[config.mk]
export PLATFORM = sky130hd
export DESIGN_NAME = i2c_master_command_and_word_read_core_flat
export DESIGN_NICKNAME = d
export VERILOG_FILES = /design/src/sv/i2cm_pkg.sv /design/src/sv/i2cm_tick_if.sv /design/src/sv/i2cm_result_if.sv /design/src/sv/i2cm_cfg_if.sv /design/src/sv/i2c_master_command_and_word_read_core.sv /design/src/flat_wrapper.sv
export SDC_FILE = /design/constraint.sdc
export NUM_CORES = 1
export LEC_CHECK = 0
export BUFFER_PORTS_ARGS = -buffer_cell sky130_fd_sc_hd__buf_2
export CAP_MARGIN = 20
export CORE_MARGIN = 3
export CORE_UTILIZATION = 50
export CTS_BUF_LIST = sky130_fd_sc_hd__clkbuf_4 sky130_fd_sc_hd__clkbuf_8
export CTS_CLUSTER_DIAMETER = 100
export DETAILED_ROUTE_END_ITERATION = 10
export PLACE_DENSITY = 0.74
export SLEW_MARGIN = 20
export SYNTH_ARGS = -nofsm -noshare
export SYNTH_HDL_FRONTEND = slang
export SYNTH_SLANG_ARGS = --single-unit
[constraint.sdc]
create_clock -name clk -period 4.8 [get_ports clk]
set_input_delay 0.24 -clock clk [delete_from_list [all_inputs] [get_ports clk]]
set_output_delay 0.24 -clock clk [all_outputs]
set_load 0.02 [all_outputs]
[src/sv/i2cm_pkg.sv]
// Shared types and constants of the I2C master command and word read core.
package i2cm_pkg;

  // Command codes on the tick channel
  localparam logic [1:0] CMD_NONE  = 2'd0;
  localparam logic [1:0] CMD_WRITE = 2'd1;
  localparam logic [1:0] CMD_READ  = 2'd2;

  // Configuration register indexes
  localparam logic REG_DEVICE_ADDRESS = 1'b0;
  localparam logic REG_ACK_WAIT_LIMIT = 1'b1;

  // Configuration reset values
  localparam logic [6:0] DEVICE_ADDRESS_RESET = 7'd35;
  localparam logic [7:0] ACK_WAIT_LIMIT_RESET = 8'd250;

  // Byte size in bits
  localparam int unsigned BYTE_BITS = 8;
  localparam logic [3:0] BITS_PER_BYTE = 4'd8;

  // One result of a tick
  typedef struct packed {
    logic        scl_out;
    logic        sda_out;
    logic        busy_res;
    logic        done_res;
    logic        nack_error;
    logic [15:0] read_word;
  } res_t;

endpackage

[src/sv/i2cm_tick_if.sv]
// Tick channel: command, command byte and sampled data line.
interface i2cm_tick_if;
  logic       valid;
  logic       ready;
  logic [1:0] command;
  logic [7:0] command_byte;
  logic       sda_in;

  modport source (output valid, output command, output command_byte, output sda_in,
                  input ready);
  modport sink (input valid, input command, input command_byte, input sda_in,
                output ready);
endinterface

[src/sv/i2cm_result_if.sv]
// Result channel: pin levels, status and last word read.
interface i2cm_result_if;
  logic        valid;
  logic        ready;
  logic        scl_out;
  logic        sda_out;
  logic        busy_res;
  logic        done_res;
  logic        nack_error;
  logic [15:0] read_word;

  modport source (output valid, output scl_out, output sda_out, output busy_res,
                  output done_res, output nack_error, output read_word, input ready);
  modport sink (input valid, input scl_out, input sda_out, input busy_res,
                input done_res, input nack_error, input read_word, output ready);
endinterface

[src/sv/i2cm_cfg_if.sv]
// Configuration write channel: register index and write data.
interface i2cm_cfg_if;
  logic       valid;
  logic       ready;
  logic       index;
  logic [7:0] data;

  modport source (output valid, output index, output data, input ready);
  modport sink (input valid, input index, input data, output ready);
endinterface

[src/sv/i2c_master_command_and_word_read_core.sv]
// I2C master sequencer for one command write and one two-byte word read.
// Results are registered in an output register backed by a one-entry skid stage.
// Throughput: one tick per cycle while the skid stage is empty; the bus sequencer
//   advances one step per tick, and the skid stage absorbs result stalls.
// Reset: synchronous, active high; sequencer idle, word store zero,
//   device address 35, acknowledge wait limit 250, output stages empty.
module i2c_master_command_and_word_read_core (
  input  logic                clk,
  input  logic                rst,
  i2cm_tick_if.sink           tick,
  i2cm_result_if.source       result,
  i2cm_cfg_if.sink            cfg
);
  import i2cm_pkg::*;

  typedef enum logic [4:0] {
    PH_IDLE, PH_ST2, PH_ST3, PH_WB1, PH_WB2, PH_WB3, PH_AK1, PH_AK2, PH_AKP,
    PH_RB1, PH_RB2, PH_MA1, PH_MA2, PH_MA3, PH_MA4, PH_MN1, PH_MN2, PH_MN3,
    PH_SP1, PH_SP2, PH_SP3
  } phase_t;

  // Configuration registers
  logic [6:0] device_address;
  logic [7:0] ack_wait_limit;

  // Sequencer state
  phase_t      phase, phase_next;
  logic [1:0]  operation, operation_next;
  logic [3:0]  bit_count, bit_count_next;
  logic [7:0]  shift_byte, shift_byte_next;
  logic [15:0] word_store, word_store_next;
  logic [7:0]  ack_wait_count, ack_wait_count_next;
  logic [7:0]  cmd_latch, cmd_latch_next;
  logic [7:0]  high_byte, high_byte_next;
  logic        stage, stage_next;
  logic        err_flag, err_flag_next;

  // Output register and skid stage
  logic res_valid, skid_valid;
  res_t res, skid;
  res_t res_now;

  logic accept;
  logic take;
  logic [3:0] bit_count_inc;
  logic       bit_out;

  assign accept        = tick.valid && tick.ready;
  assign take          = result.valid && result.ready;
  assign tick.ready    = !skid_valid;
  assign cfg.ready     = 1'b1;
  assign bit_count_inc = bit_count + 4'd1;
  assign bit_out       = shift_byte[BYTE_BITS-1];

  // Step the bus sequencer for one tick
  always_comb begin
    phase_next          = phase;
    operation_next      = operation;
    bit_count_next      = bit_count;
    shift_byte_next     = shift_byte;
    word_store_next     = word_store;
    ack_wait_count_next = ack_wait_count;
    cmd_latch_next      = cmd_latch;
    high_byte_next      = high_byte;
    stage_next          = stage;
    err_flag_next       = err_flag;
    res_now.scl_out     = 1'b1;
    res_now.sda_out     = 1'b1;
    res_now.busy_res    = 1'b1;
    res_now.done_res    = 1'b0;
    res_now.nack_error  = 1'b0;
    case (phase)
      PH_ST2: begin
        res_now.sda_out = 1'b0;
        phase_next = PH_ST3;
      end
      PH_ST3: begin
        res_now.scl_out = 1'b0;
        res_now.sda_out = 1'b0;
        bit_count_next = 4'd0;
        phase_next = PH_WB1;
      end
      PH_WB1: begin
        res_now.scl_out = 1'b0;
        res_now.sda_out = bit_out;
        phase_next = PH_WB2;
      end
      PH_WB2: begin
        res_now.sda_out = bit_out;
        phase_next = PH_WB3;
      end
      PH_WB3: begin
        res_now.scl_out = 1'b0;
        res_now.sda_out = bit_out;
        shift_byte_next = {shift_byte[BYTE_BITS-2:0], 1'b0};
        bit_count_next = bit_count_inc;
        if (bit_count_inc >= BITS_PER_BYTE) begin
          ack_wait_count_next = 8'd0;
          phase_next = PH_AK1;
        end else begin
          phase_next = PH_WB1;
        end
      end
      PH_AK1: begin
        res_now.scl_out = 1'b0;
        phase_next = PH_AK2;
      end
      PH_AK2: begin
        phase_next = PH_AKP;
      end
      PH_AKP: begin
        if (!tick.sda_in) begin
          // Acknowledged: release the clock low and move on
          res_now.scl_out = 1'b0;
          bit_count_next = 4'd0;
          if (operation == CMD_READ) begin
            stage_next = 1'b0;
            phase_next = PH_RB1;
          end else if (!stage) begin
            stage_next = 1'b1;
            shift_byte_next = cmd_latch;
            phase_next = PH_WB1;
          end else begin
            phase_next = PH_SP1;
          end
        end else if (ack_wait_count >= ack_wait_limit) begin
          // Timeout: drop into the stop sequence
          res_now.scl_out = 1'b0;
          res_now.sda_out = 1'b0;
          err_flag_next = 1'b1;
          if (operation == CMD_READ) begin
            word_store_next = 16'd0;
          end
          phase_next = PH_SP2;
        end else begin
          ack_wait_count_next = ack_wait_count + 8'd1;
        end
      end
      PH_RB1: begin
        shift_byte_next = {shift_byte[BYTE_BITS-2:0], tick.sda_in};
        phase_next = PH_RB2;
      end
      PH_RB2: begin
        res_now.scl_out = 1'b0;
        bit_count_next = bit_count_inc;
        if (bit_count_inc < BITS_PER_BYTE) begin
          phase_next = PH_RB1;
        end else if (!stage) begin
          high_byte_next = shift_byte;
          phase_next = PH_MA1;
        end else begin
          word_store_next = {high_byte, shift_byte};
          phase_next = PH_MN1;
        end
      end
      PH_MA1: begin
        res_now.scl_out = 1'b0;
        res_now.sda_out = 1'b0;
        phase_next = PH_MA2;
      end
      PH_MA2: begin
        res_now.sda_out = 1'b0;
        phase_next = PH_MA3;
      end
      PH_MA3: begin
        res_now.scl_out = 1'b0;
        res_now.sda_out = 1'b0;
        phase_next = PH_MA4;
      end
      PH_MA4: begin
        res_now.scl_out = 1'b0;
        stage_next = 1'b1;
        bit_count_next = 4'd0;
        shift_byte_next = 8'd0;
        phase_next = PH_RB1;
      end
      PH_MN1: begin
        res_now.scl_out = 1'b0;
        phase_next = PH_MN2;
      end
      PH_MN2: begin
        phase_next = PH_MN3;
      end
      PH_MN3: begin
        res_now.scl_out = 1'b0;
        phase_next = PH_SP1;
      end
      PH_SP1: begin
        res_now.scl_out = 1'b0;
        res_now.sda_out = 1'b0;
        phase_next = PH_SP2;
      end
      PH_SP2: begin
        res_now.sda_out = 1'b0;
        phase_next = PH_SP3;
      end
      PH_SP3: begin
        res_now.done_res = 1'b1;
        res_now.nack_error = err_flag;
        phase_next = PH_IDLE;
      end
      default: begin
        // Idle: start a transaction on a write or read command
        phase_next = PH_IDLE;
        if (tick.command == CMD_WRITE || tick.command == CMD_READ) begin
          operation_next = tick.command;
          cmd_latch_next = tick.command_byte;
          shift_byte_next = {device_address, tick.command == CMD_READ};
          bit_count_next = 4'd0;
          stage_next = 1'b0;
          err_flag_next = 1'b0;
          ack_wait_count_next = 8'd0;
          phase_next = PH_ST2;
        end else begin
          res_now.busy_res = 1'b0;
        end
      end
    endcase
    res_now.read_word = word_store_next;
  end

  // Hold state, configuration and output stages
  always_ff @(posedge clk) begin
    if (rst) begin
      device_address <= DEVICE_ADDRESS_RESET;
      ack_wait_limit <= ACK_WAIT_LIMIT_RESET;
      phase          <= PH_IDLE;
      operation      <= CMD_NONE;
      bit_count      <= 4'd0;
      shift_byte     <= 8'd0;
      word_store     <= 16'd0;
      ack_wait_count <= 8'd0;
      cmd_latch      <= 8'd0;
      high_byte      <= 8'd0;
      stage          <= 1'b0;
      err_flag       <= 1'b0;
      res_valid      <= 1'b0;
      skid_valid     <= 1'b0;
    end else begin
      if (cfg.valid && cfg.ready) begin
        case (cfg.index)
          REG_DEVICE_ADDRESS: device_address <= cfg.data[6:0];
          REG_ACK_WAIT_LIMIT: ack_wait_limit <= cfg.data;
          default: ;
        endcase
      end
      if (accept) begin
        phase          <= phase_next;
        operation      <= operation_next;
        bit_count      <= bit_count_next;
        shift_byte     <= shift_byte_next;
        word_store     <= word_store_next;
        ack_wait_count <= ack_wait_count_next;
        cmd_latch      <= cmd_latch_next;
        high_byte      <= high_byte_next;
        stage          <= stage_next;
        err_flag       <= err_flag_next;
      end
      // Advance the output register, park in the skid stage on a stall
      if (!res_valid || take) begin
        if (skid_valid) begin
          res        <= skid;
          res_valid  <= 1'b1;
          skid_valid <= accept;
          skid       <= res_now;
        end else begin
          res        <= res_now;
          res_valid  <= accept;
        end
      end else if (accept) begin
        skid       <= res_now;
        skid_valid <= 1'b1;
      end
    end
  end

  assign result.valid      = res_valid;
  assign result.scl_out    = res.scl_out;
  assign result.sda_out    = res.sda_out;
  assign result.busy_res   = res.busy_res;
  assign result.done_res   = res.done_res;
  assign result.nack_error = res.nack_error;
  assign result.read_word  = res.read_word;

  // A finished transaction reports busy on its last tick
  a_done_busy: assert property (@(posedge clk) disable iff (rst)
    result.valid && result.done_res |-> result.busy_res)
    else $error("done without busy");

  // An error is only reported with done
  a_err_done: assert property (@(posedge clk) disable iff (rst)
    result.valid && result.nack_error |-> result.done_res)
    else $error("nack error without done");

  // The skid stage fills only behind a full output register
  a_skid_order: assert property (@(posedge clk) disable iff (rst)
    skid_valid |-> res_valid)
    else $error("skid stage valid with empty output register");

  // The last stop tick returns the sequencer to idle
  a_stop_idle: assert property (@(posedge clk) disable iff (rst)
    accept && phase == PH_SP3 |=> phase == PH_IDLE && res_valid && result.done_res == 1'b1
      || skid_valid)
    else $error("stop did not return to idle");

endmodule
[src/flat_wrapper.sv]
// flat-port wrapper written by rule: the top's interface ports become plain ports
module i2c_master_command_and_word_read_core_flat import i2cm_pkg::*;
  (clk, rst, tick_valid, tick_command, tick_command_byte, tick_sda_in, tick_ready, result_valid, result_scl_out, result_sda_out, result_busy_res, result_done_res, result_nack_error, result_read_word, result_ready, cfg_valid, cfg_index, cfg_data, cfg_ready);
  i2cm_tick_if tick_i ();
  i2cm_result_if result_i ();
  i2cm_cfg_if cfg_i ();
  input  logic clk;
  input  logic rst;
  input wire logic [$bits(tick_i.valid)-1:0] tick_valid;
  input wire logic [$bits(tick_i.command)-1:0] tick_command;
  input wire logic [$bits(tick_i.command_byte)-1:0] tick_command_byte;
  input wire logic [$bits(tick_i.sda_in)-1:0] tick_sda_in;
  output wire logic [$bits(tick_i.ready)-1:0] tick_ready;
  output wire logic [$bits(result_i.valid)-1:0] result_valid;
  output wire logic [$bits(result_i.scl_out)-1:0] result_scl_out;
  output wire logic [$bits(result_i.sda_out)-1:0] result_sda_out;
  output wire logic [$bits(result_i.busy_res)-1:0] result_busy_res;
  output wire logic [$bits(result_i.done_res)-1:0] result_done_res;
  output wire logic [$bits(result_i.nack_error)-1:0] result_nack_error;
  output wire logic [$bits(result_i.read_word)-1:0] result_read_word;
  input wire logic [$bits(result_i.ready)-1:0] result_ready;
  input wire logic [$bits(cfg_i.valid)-1:0] cfg_valid;
  input wire logic [$bits(cfg_i.index)-1:0] cfg_index;
  input wire logic [$bits(cfg_i.data)-1:0] cfg_data;
  output wire logic [$bits(cfg_i.ready)-1:0] cfg_ready;
  assign tick_i.valid = tick_valid;
  assign tick_i.command = tick_command;
  assign tick_i.command_byte = tick_command_byte;
  assign tick_i.sda_in = tick_sda_in;
  assign tick_ready = tick_i.ready;
  assign result_valid = result_i.valid;
  assign result_scl_out = result_i.scl_out;
  assign result_sda_out = result_i.sda_out;
  assign result_busy_res = result_i.busy_res;
  assign result_done_res = result_i.done_res;
  assign result_nack_error = result_i.nack_error;
  assign result_read_word = result_i.read_word;
  assign result_i.ready = result_ready;
  assign cfg_i.valid = cfg_valid;
  assign cfg_i.index = cfg_index;
  assign cfg_i.data = cfg_data;
  assign cfg_ready = cfg_i.ready;
  i2c_master_command_and_word_read_core u_core (.clk(clk), .rst(rst), .tick(tick_i), .result(result_i), .cfg(cfg_i));
endmodule
==> metrics, run 1 <==
status=complete, no violations; Layout area overhead=12.33%; clk_lat worst skew=roughly 0.44 ns; DRT antenna net count=0; die width=114.8 um; synth warn=0; Max-slew headroom=0.4105; Worst Hold Class=primary input to register; Hold Path Sink=u_core.ack_wait_limit[7]; post-synth top area cell=dfxtp_1; FF+latch area=0.002823 sq mm; global placement routability congestion=0.9329; global route total overflow=0; Yosys top cell area share=0.2640; HP Start=cfg_data[7]; largest cells by area after synthesis=dfxtp_1, edfxtp_1, mux2i_1, nor2_1, a21oi_1; CP required=5.05 ns; Nets=705; Max Slew Vio Count=0; r2r startpoint=u_core.phase[3]; Setup CP Type=register to register; Yosys cell types=67; die area=0.01317 sq mm; leak pwr=~2.6 nW; Core ar.=0.01147 sq mm; Initial Util=0.5159; post-synthesis sequential area ratio=0.4772; peak supply drop=297.2 uV; WL final=14,680 um; CTS buffer count=17; wire length per cell=17.80 um; Mapped Cells=approximately 640; row count=39; post-CTS sizing=0; CTS tree=done; syn avg cell area=9.214 sq um; multi-input logic area=between 0.002 and 0.003 sq mm; share of layout cells above drive strength 1=0.1525; max-cap viol count=0; synthesized area=0.005916 sq mm; die height=114.8 um; RR Endpoint=u_core.result.read_word[12]; Starting DRT DRC Count=770; placed cells=a little under 800; Crit Path Max Fanout=28; Tot GR Track Use=0.2323; crit path from=u_core.phase[3]; I/O Buffers=47; Post-Layout Cell Count=825; # setup viols final=0; syn nets=roughly 680; Clk pin slew, worst setup/hold paths=approximately 0.070 ns; DR DRC count=0; DP HPWL=~9700 um; crit path time final=3.424 ns; Ports=49; period utilisation layout=0.7134; Pwr Density=350.0 mW/mm^2; crit path DAT=3.68 ns; setup_tns=0 ns; antenna cells=0; initial antenna violation count=0; Filler Cells Inserted=993; via count=5,104; CP Capture Type=register; FMAX=approximately 290 MHz; ys flop type=dfxtp_1; hold depth=3; first drt pass iteration count=5; htree depth=4; CTS root buffer=clkbuf_8; RSZ-0062 raised after global routing=no; synthesized flop and latch total=120; first-pass GRT wire length=24,140 um; Via-to-Cell Ratio=6.187; FF-to-FF path depth=5; CTS sink count=120; largest net degree at the start of global routing=52; hold buffer count at cts=0; final clock skew=0.009093 ns; Synth async-reset ratio=0; Post-synth EDFFs=42; vias in the first global route=4,943; measured slew at the worst slew-check pin=0.8830 ns; Final Hold Viols=0; Pwr Total=around 0.0023 W; Post-CTS Setup Bufs=0; register-to-register setup slack=between 1 and 1.5 ns; type of origin of the critical path=register; clock tree buffer depth=2
## flip-flops by register name (all words and copies together), names as in the netlist, 2 cells and up
| register | flops |
|---|---|
| u_core.skid | 21 |
| u_core.result.read_word | 16 |
| u_core.word_store | 16 |
| u_core.ack_wait_count | 8 |
| u_core.ack_wait_limit | 8 |
| u_core.cmd_latch | 8 |
| u_core.high_byte | 8 |
| u_core.shift_byte | 8 |
| u_core.device_address | 7 |
| u_core.phase | 5 |
| u_core.bit_count | 4 |
| u_core.operation | 2 |
## logic make-up after synthesis
kind of cell	after synthesis	share of synthesized area
xor gates and xnor gates	2	0.004231
muxes	32	0.05499
AOI/OAI and AO/OA	195	0.2157
and+or+nand+nor	218	0.1789
buffers and inverters	63	0.04505
adders and majority gates	11	0.02327
other	1	0.0006339
DFF	120	0.4772
## worst max path at each step
| stage | end | slack, ns |
|---|---|---|
| 4_1_cts | u_core.result.read_word[12] | 1.45 |
| 3_3_place_gp | u_core.result.read_word[10] | 1.59 |
| 6_report | u_core.result.read_word[12] | 1.38 |
| 5_1_grt | u_core.result.read_word[5] | 1.16 |
| 2_1_floorplan | u_core.result.sda_out | 2.24 |
| 3_5_place_dp | u_core.result.read_word[12] | 1.46 |
## layout by cell type, fill, tap and decap left out, types with 3 or more instances in the layout
master / n
clkbuf_8: 18
or3_1: 3
o211ai_1: 3
edfxtp_1: 42
ha_1: 11
nor2_1: 66
mux2i_1: 28
nor3_1: 20
nor4b_1: 3
nand2_1: 56
nor3b_1: 3
inv_1: 14
o21ai_0: 41
mux2_2: 4
nand4_1: 3
and2_1: 3
bufinv_16: 4
dfxtp_1: 78
clkbuf_4: 6
a211oi_1: 19
a21oi_1: 48
a22oi_1: 7
o31ai_1: 21
nand2b_1: 9
or4_1: 3
a311oi_1: 8
o21a_1: 20
buf_4: 7
nand3_1: 24
nor2b_1: 5
buf_2: 47
## cell type report
| type | count | share of cell area |
|---|---|---|
| sequential | 120 | 0.4248 |
| inverter | 16 | 0.009038 |
| tap | 143 | 0.02693 |
| clock buffer | 24 | 0.04406 |
| multi-input combinational | 459 | 0.4274 |
| timing repair buffer | 55 | 0.04557 |
| clock inverter | 8 | 0.02222 |
## critical path, stage by stage (launching register included)
cell	delay (ns)
dfxtp_1	0.90
or3b_1	0.45
nor2_1	0.67
o21a_1	0.72
nor3_1	0.22
o31ai_1	0.27
## synth_stat cells, drive strengths merged, types with 3 or more instances
library cell	count
a211oi	20
a22oi	7
nor3b	3
o21a	20
nand4	3
ha	11
edfxtp	42
inv	16
a21oi	49
clkbuf	33
a311oi	8
o211ai	3
nor2	67
or3	3
buf	14
o21ai	43
mux2i	28
nand3	25
dfxtp	78
nor4b	3
nand2b	11
or4	4
nor3	20
mux2	4
and2	3
nand2	56
o31ai	21
nor2b	6
## per-stage QoR
| step | hold WS [ns] | instance area (sq um) | util | worst slack, ns |
|---|---|---|---|---|
| after floorplan | 0.3684 | 5916 | - | 2.235 |
| after global placement | 0.4461 | 6170 | 0.5380 | 1.589 |
| after detailed placement | 0.4570 | 6190 | 0.5398 | 1.456 |
| after CTS | 0.01335 | 6630 | 0.5782 | 1.453 |
| after global routing | 0.01839 | 6645 | 0.5795 | 1.157 |
| final | 0.03610 | 6645 | 0.5795 | 1.376 |
## power by group
part / total, W / internal, W / leakage [nW] / switching (W)
combinational: 0.000199 / 0.0000725 / 1.31 / 0.000127
sequential: 0.00112 / 0.00109 / 1.04 / 0.0000348
clock: 0.00101 / 0.000614 / 0.230 / 0.000391
total: 0.00233 / 0.00177 / 2.58 / 0.000553
## metal layers
layer	global-route usage	wire (um)	up-vias
met5	0	0	-
met4	0.09390	337	0
met3	0.06737	1222	40
met2	0.3589	6747	221
met1	0.3082	6374	2418
li1	-	-	2425
Power figures use the tool's default switching activity.
==> inputs of run 2 (changes only) <==
==> constraint.sdc (replaced) <==
create_clock -name clk -period 3.3 [get_ports clk]
set_input_delay 0.165 -clock clk [delete_from_list [all_inputs] [get_ports clk]]
set_output_delay 0.165 -clock clk [all_outputs]
set_load 0.02 [all_outputs]
==> run 2 against run 1 <==
Total power is 44% higher. Worst setup slack lost 1.0 ns. Clock skew shrank 0.0019 ns. Utilization increased by 2.0 points. Sequential share of layout area fell by 1.4 points. Flip-flop and latch count stayed put. Worst hold slack better by 0.038 ns. Die area is the same.
==> metrics, run 2 (same netlist as run 1, synthesis figures left out) <==
status=complete, no violations (unchanged); commonest non-fill, non-tap cell in the layout=dfxtp_1 (unchanged); I/O Buffers=47 (unchanged); number of flip-flops in the largest register=21 (unchanged); Max Slew Vio Count=0 (unchanged); first drt pass iteration count=5 (unchanged); clk_lat worst skew=0.44 ns (about the same); CTS buffer count=17 (unchanged); register-to-register setup slack=0.35 ns (was 1.38 ns); max-cap viol count=0 (unchanged); CTS sink count=120 (unchanged); DR DRC count=0 (unchanged); vias in the first global route=4,883 (was 4,943); CP Buf/Inv Count=1 (was 0); Worst Hold Class=primary input to register (unchanged); Initial Util=0.5159 (unchanged); first-pass GRT wire length=24,400 um (was 24,140 um); post-CTS sizing=0 (unchanged); FF-to-FF path depth=8 (was 5); Final Hold Viols=0 (unchanged); # setup viols final=0 (unchanged); Hold Path Sink=u_core.result.valid (was u_core.ack_wait_limit[7]); final clock skew=0.007242 ns (was 0.009093 ns); wire length per cell=16.91 um (was 17.80 um); Crit Path Max Fanout=17 (was 28); Core ar.=0.01147 sq mm (unchanged); setup_tns=0 ns (unchanged); RR Endpoint=u_core.result.sda_out (was u_core.result.read_word[12]); Slowest Stage Delay on Critical Path=0.65 ns (was 0.90 ns); hold buffer count at cts=18 (was 0); most frequent cells in the layout=dfxtp_1, nor2_1, nand2_1, a21oi_1, buf_2 (unchanged); antenna cells=0 (unchanged); Setup CP Type=register to register (unchanged); DP HPWL=9853 um (was 9727 um); global placement routability congestion=0.9486 (was 0.9329); CP required=3.49 ns (was 5.05 ns); period utilisation layout=0.8934 (was 0.7134); Final WS setup=0.3519 ns (was 1.376 ns); largest net degree at the start of global routing=38 (was 52); Nets=733 (was 705); measured slew at the worst slew-check pin=0.7571 ns (was 0.8830 ns); CTS tree=done (unchanged); DRT antenna net count=0 (unchanged); hold depth=3 (unchanged); peak supply drop=346.9 uV (was 297.2 uV); crit path DAT=3.14 ns (was 3.68 ns); initial antenna violation count=0 (unchanged); Post-CTS Setup Bufs=0 (unchanged); FMAX=339.2 MHz (was 292.0 MHz); Ports=49 (unchanged); WL final=14,420 um (was 14,680 um); r2r startpoint=u_core.ack_wait_count[0] (was u_core.phase[3]); Max-slew headroom=0.4930 (was 0.4105); share of layout cells above drive strength 1=0.1606 (was 0.1525); Starting DRT DRC Count=565 (was 770); type of origin of the critical path=register (unchanged); CP Capture Type=register (unchanged); Clk pin slew, worst setup/hold paths=0.07 ns (about the same); Via-to-Cell Ratio=6.060 (was 6.187); post-place setup slack=0.3865 ns (was 1.456 ns); leak pwr=2.694 nW (was 2.579 nW); HP Start=tick_valid (was cfg_data[7]); CP max stage cell=or4b_1 (was dfxtp_1); die area=0.01317 sq mm (unchanged); worst path cell trace=inv_1 -> ha_1 -> nand2b_1 -> a2111oi_0 -> o41a_1 -> o21a_1 -> or4b_1 -> mux2_2 (was or3b_1 -> nor2_1 -> o21a_1 -> nor3_1 -> o31ai_1); die width=114.8 um (unchanged); die height=114.8 um (unchanged); global route total overflow=0 (unchanged); row count=39 (unchanged); crit path from=u_core.ack_wait_count[0] (was u_core.phase[3]); via count=5,169 (was 5,104); fin util=0.5993 (was 0.5795); Tot GR Track Use=0.2307 (was 0.2323); Most flops, register=u_core.skid (unchanged); clock tree buffer depth=2 (unchanged); delay-heaviest family, CP=compound AO/OA/AOI/OAI gates (was simple AND/OR/NAND/NOR gates); crit path time final=2.948 ns (was 3.424 ns); CTS root buffer=clkbuf_8 (unchanged); htree depth=4 (unchanged); RSZ-0062 raised after global routing=no (unchanged); Pwr Density=486.8 mW/mm^2 (was 350.0 mW/mm^2); Layout area overhead=16.18% (was 12.33%)
## run 2: cell count changes in the layout (fill, tap and decap cells not counted), sizes merged
cell         before  now
buf              55   65
bufinv            4    3
clkbuf           24   21
clkinvlp          0    1
dlygate4sd3       0   18
inv              16   19
## run 2: worst max-delay path by stage
stage / to / cells after the start
2_1_floorplan: u_core.result.sda_out / 9
3_3_place_gp: u_core.result.sda_out / 8
3_5_place_dp: u_core.result.sda_out / 8
4_1_cts: u_core.result.sda_out / 8
5_1_grt: u_core.result.read_word[3] / 8
6_report: u_core.result.sda_out / 8
## run 2: final cells by class
cell class / instances / area [sq um]
repair buffers: 83 / 550.5
well taps: 143 / 178.9
multi-input cells: 459 / 2835
clock inverters: 11 / 142.6
flip-flops and latches: 120 / 2823
fillers: 989 / 4594
clock buffers: 21 / 282.8
inverters: 16 / 60.06
## run 2: routing by layer
layer,global-route usage,vias up,wire length (um)
met5,0,-,0
met3,0.05737,28,981
met4,0.07825,0,263
met1,0.3173,2473,6399
met2,0.3582,192,6776
li1,-,2476,-
## run 2: worst min-delay path, cell delays in order
cell	delay, ns
buf_2	0.10
nor2_1	0.06
a21oi_1	0.14
## run 2: metrics by stage
stage                     hold slack [ns]  instances  instance area, sq um  power, W
final                             0.07446        853                  6873  0.003346
after detailed placement           0.4019        803                  6267  0.001951
after global placement             0.3991        802                  6260  0.001943
after global routing              0.06794        853                  6873  0.003485
after CTS                         0.04587        853                  6873  0.003369
after floorplan                    0.2934        642                  5916  0.001855
## run 2: power breakdown
group | leakage (nW) | internal [W] | total (W) | switching, W
clock network | 0.220 | 0.000815 | 0.00141 | 0.000592
logic | 1.43 | 0.000123 | 0.000315 | 0.000193
registers | 1.04 | 0.00158 | 0.00162 | 0.0000446
total | 2.69 | 0.00252 | 0.00335 | 0.000829
==> inputs of run 3 (changes only) <==
--- a/config.mk
+++ b/config.mk
@@ -5,12 +5,13 @@
 export SDC_FILE = /design/constraint.sdc
 export NUM_CORES = 1
 export LEC_CHECK = 0
+export ABC_CLOCK_PERIOD_IN_PS = 3300
 export BUFFER_PORTS_ARGS = -buffer_cell sky130_fd_sc_hd__buf_2
 export CAP_MARGIN = 20
 export CORE_MARGIN = 3
 export CORE_UTILIZATION = 50
 export CTS_BUF_LIST = sky130_fd_sc_hd__clkbuf_4 sky130_fd_sc_hd__clkbuf_8
-export CTS_CLUSTER_DIAMETER = 100
+export CTS_CLUSTER_DIAMETER = 150
 export DETAILED_ROUTE_END_ITERATION = 10
 export PLACE_DENSITY = 0.74
 export SLEW_MARGIN = 20
==> constraint.sdc (replaced) <==
create_clock -name clk -period 3.3 [get_ports clk]
set_input_delay 0.99 -clock clk [delete_from_list [all_inputs] [get_ports clk]]
set_output_delay 0.99 -clock clk [all_outputs]
set_load 0.02 [all_outputs]
==> run 3 against run 2 <==
Wire length is 2.3% higher. Largest cell class unchanged. Total power down 1.8%. Worst hold slack better by 0.39 ns. Worst setup slack worse by 0.0010 ns. Highest routed layer unchanged. Via count down 1.7%. Register-to-register slack about the same. Critical path type unchanged. Non-clock buffer count is 22 lower. Combinational power is 5% lower. Clock power fell by 4%.
==> metrics, run 3 (same netlist as run 1, synthesis figures left out) <==
status=complete, no violations (unchanged); register-to-register setup slack=0.35 ns (about the same); crit path time final=2.949 ns (was 2.948 ns); first-pass GRT wire length=24,570 um (was 24,400 um); number of flip-flops in the largest register=21 (unchanged); final clock skew=0.01477 ns (was 0.007242 ns); Final Hold Viols=0 (unchanged); post-CTS sizing=0 (unchanged); via count=5,081 (was 5,169); RSZ-0062 raised after global routing=no (unchanged); measured slew at the worst slew-check pin=0.8708 ns (was 0.7571 ns); htree depth=4 (unchanged); initial antenna violation count=0 (unchanged); global placement routability congestion=0.9574 (was 0.9486); Max-slew headroom=0.4186 (was 0.4930); Pwr Total=0.003285 W (was 0.003346 W); Hold Path Sink=u_core.ack_wait_limit[2] (was u_core.result.valid); # setup viols final=0 (unchanged); largest net degree at the start of global routing=37 (was 38); Setup CP Type=register to register (unchanged); Tot GR Track Use=0.2361 (was 0.2307); share of layout cells above drive strength 1=0.1587 (was 0.1606); Most flops, register=u_core.skid (unchanged); Core ar.=0.01147 sq mm (unchanged); Max Slew Vio Count=0 (unchanged); Post-CTS Setup Bufs=0 (unchanged); Filler Cells Inserted=981 (was 989); Initial Util=0.5159 (unchanged); I/O Buffers=47 (unchanged); most frequent cells in the layout=dfxtp_1, nor2_1, nand2_1, a21oi_1, buf_2 (unchanged); clock tree buffer depth=2 (unchanged); type of origin of the critical path=register (unchanged); Clk pin slew, worst setup/hold paths=0.07 ns (about the same); Nets=711 (was 733); metal1 wirelength=6481 um (was 6399 um); hold depth=2 (was 3); CTS tree=done (unchanged); WL final=14,760 um (was 14,420 um); die area=0.01317 sq mm (unchanged); period utilisation layout=0.8937 (was 0.8934); Crit Path Max Fanout=24 (was 17); uppermost layer routed=met4 (unchanged); CTS root buffer=clkbuf_8 (unchanged); die width=114.8 um (unchanged); peak supply drop=360.2 uV (was 346.9 uV); crit path DAT=3.16 ns (was 3.14 ns); FMAX=339.1 MHz (was 339.2 MHz); wire length per cell=17.78 um (was 16.91 um); row count=39 (unchanged); Starting DRT DRC Count=527 (was 565); Layout area overhead=12.35% (was 16.18%); die height=114.8 um (unchanged); Ports=49 (unchanged); CP Capture Type=register (unchanged); HP Start=u_core.ack_wait_limit[2] (was tick_valid); Worst Hold Class=register to register (was primary input to register); clk_lat worst skew=0.45 ns (was 0.44 ns); DRT antenna net count=0 (unchanged); antenna cells=0 (unchanged); DR DRC count=0 (unchanged); CTS buffer count=17 (unchanged); r2r startpoint=u_core.phase[1] (was u_core.ack_wait_count[0]); hold buffer count at cts=0 (was 18); CP required=3.52 ns (was 3.49 ns); global route total overflow=0 (unchanged); RR Endpoint=u_core.result.read_word[3] (was u_core.result.sda_out); DP HPWL=10,060 um (was 9853 um); CTS sink count=120 (unchanged); setup_tns=0 ns (unchanged); leak pwr=2.585 nW (was 2.694 nW); FF-to-FF path depth=5 (was 8); max-cap viol count=0 (unchanged); Pwr Density=494.3 mW/mm^2 (was 486.8 mW/mm^2); first drt pass iteration count=6 (was 5); vias in the first global route=4,934 (was 4,883); met3 wire length=1164 um (was 981 um); commonest non-fill, non-tap cell in the layout=dfxtp_1 (unchanged); Via-to-Cell Ratio=6.122 (was 6.060); met2 wire length=6835 um (was 6776 um)
==> run 3: changes by cell type in the layout (fill, tap and decap cells not counted), moves of 2 or more <==
cell | previous run | this run
dlygate4sd3_1 | 18 | 0
buf_4 | 18 | 14
clkbuf_4 | 1 | 3
clkinv_2 | 3 | 1
==> run 3: cell type report <==
cell class,count,area [sq um],area share
Clock buffer,24,311.5,0.04688
Clock inverter,7,92.59,0.01393
Inverter,16,60.06,0.009036
Multi-Input combinational cell,459,2840,0.4273
Sequential cell,120,2823,0.4247
Tap cell,143,178.9,0.02692
Timing Repair Buffer,61,340.3,0.05120
==> run 3: power by group <==
group	switching [W]	internal, W	leakage, nW
combinational	0.000191	0.000107	1.34
sequential	0.0000468	0.00158	1.04
clock	0.000589	0.000772	0.206
==> run 3: worst max-delay path, stage by stage, from the launching register on <==
cell and delay, ns:
dfxtp_1 0.89, nand2b_1 0.31, nor2_1 0.27, and3_1 0.63, a21oi_1 0.22, o31ai_1 0.39
==> run 3: worst max path at each step <==
stage | start | to | slack, ns | depth (start not counted)
global route | u_core.ack_wait_count[0] | u_core.result.read_word[3] | 0.1 | 8
global placement | tick_command[0] | u_core.ack_wait_count[6] | 0.31 | 8
CTS | u_core.ack_wait_count[0] | u_core.result.read_word[3] | 0.32 | 8
detailed placement | tick_command[0] | u_core.ack_wait_count[6] | 0.25 | 8
floorplan | tick_valid | u_core.skid[0] | 0.15 | 5
finish | u_core.phase[1] | u_core.result.read_word[3] | 0.35 | 5
==> run 3: stage by stage <==
stage / util / hold WS [ns] / cells / setup slack [ns] / cell area (sq um)
after CTS: 0.5792 / 0.4662 / 830 / 0.3219 / 6641
after floorplan: - / 0.4363 / 642 / 0.1462 / 5916
after global placement: 0.5433 / 0.4475 / 798 / 0.3149 / 6230
after detailed placement: 0.5439 / 0.4566 / 799 / 0.2454 / 6237
after global routing: 0.5796 / 0.4967 / 830 / 0.09973 / 6646
final: 0.5796 / 0.4638 / 830 / 0.3509 / 6646
==> run 3: metal layers <==
| layer | track usage | vias to the layer above |
|---|---|---|
| met5 | 0 | - |
| met4 | 0.09155 | 0 |
| met3 | 0.05737 | 32 |
| met2 | 0.3772 | 232 |
| met1 | 0.3113 | 2378 |
| li1 | - | 2439 |
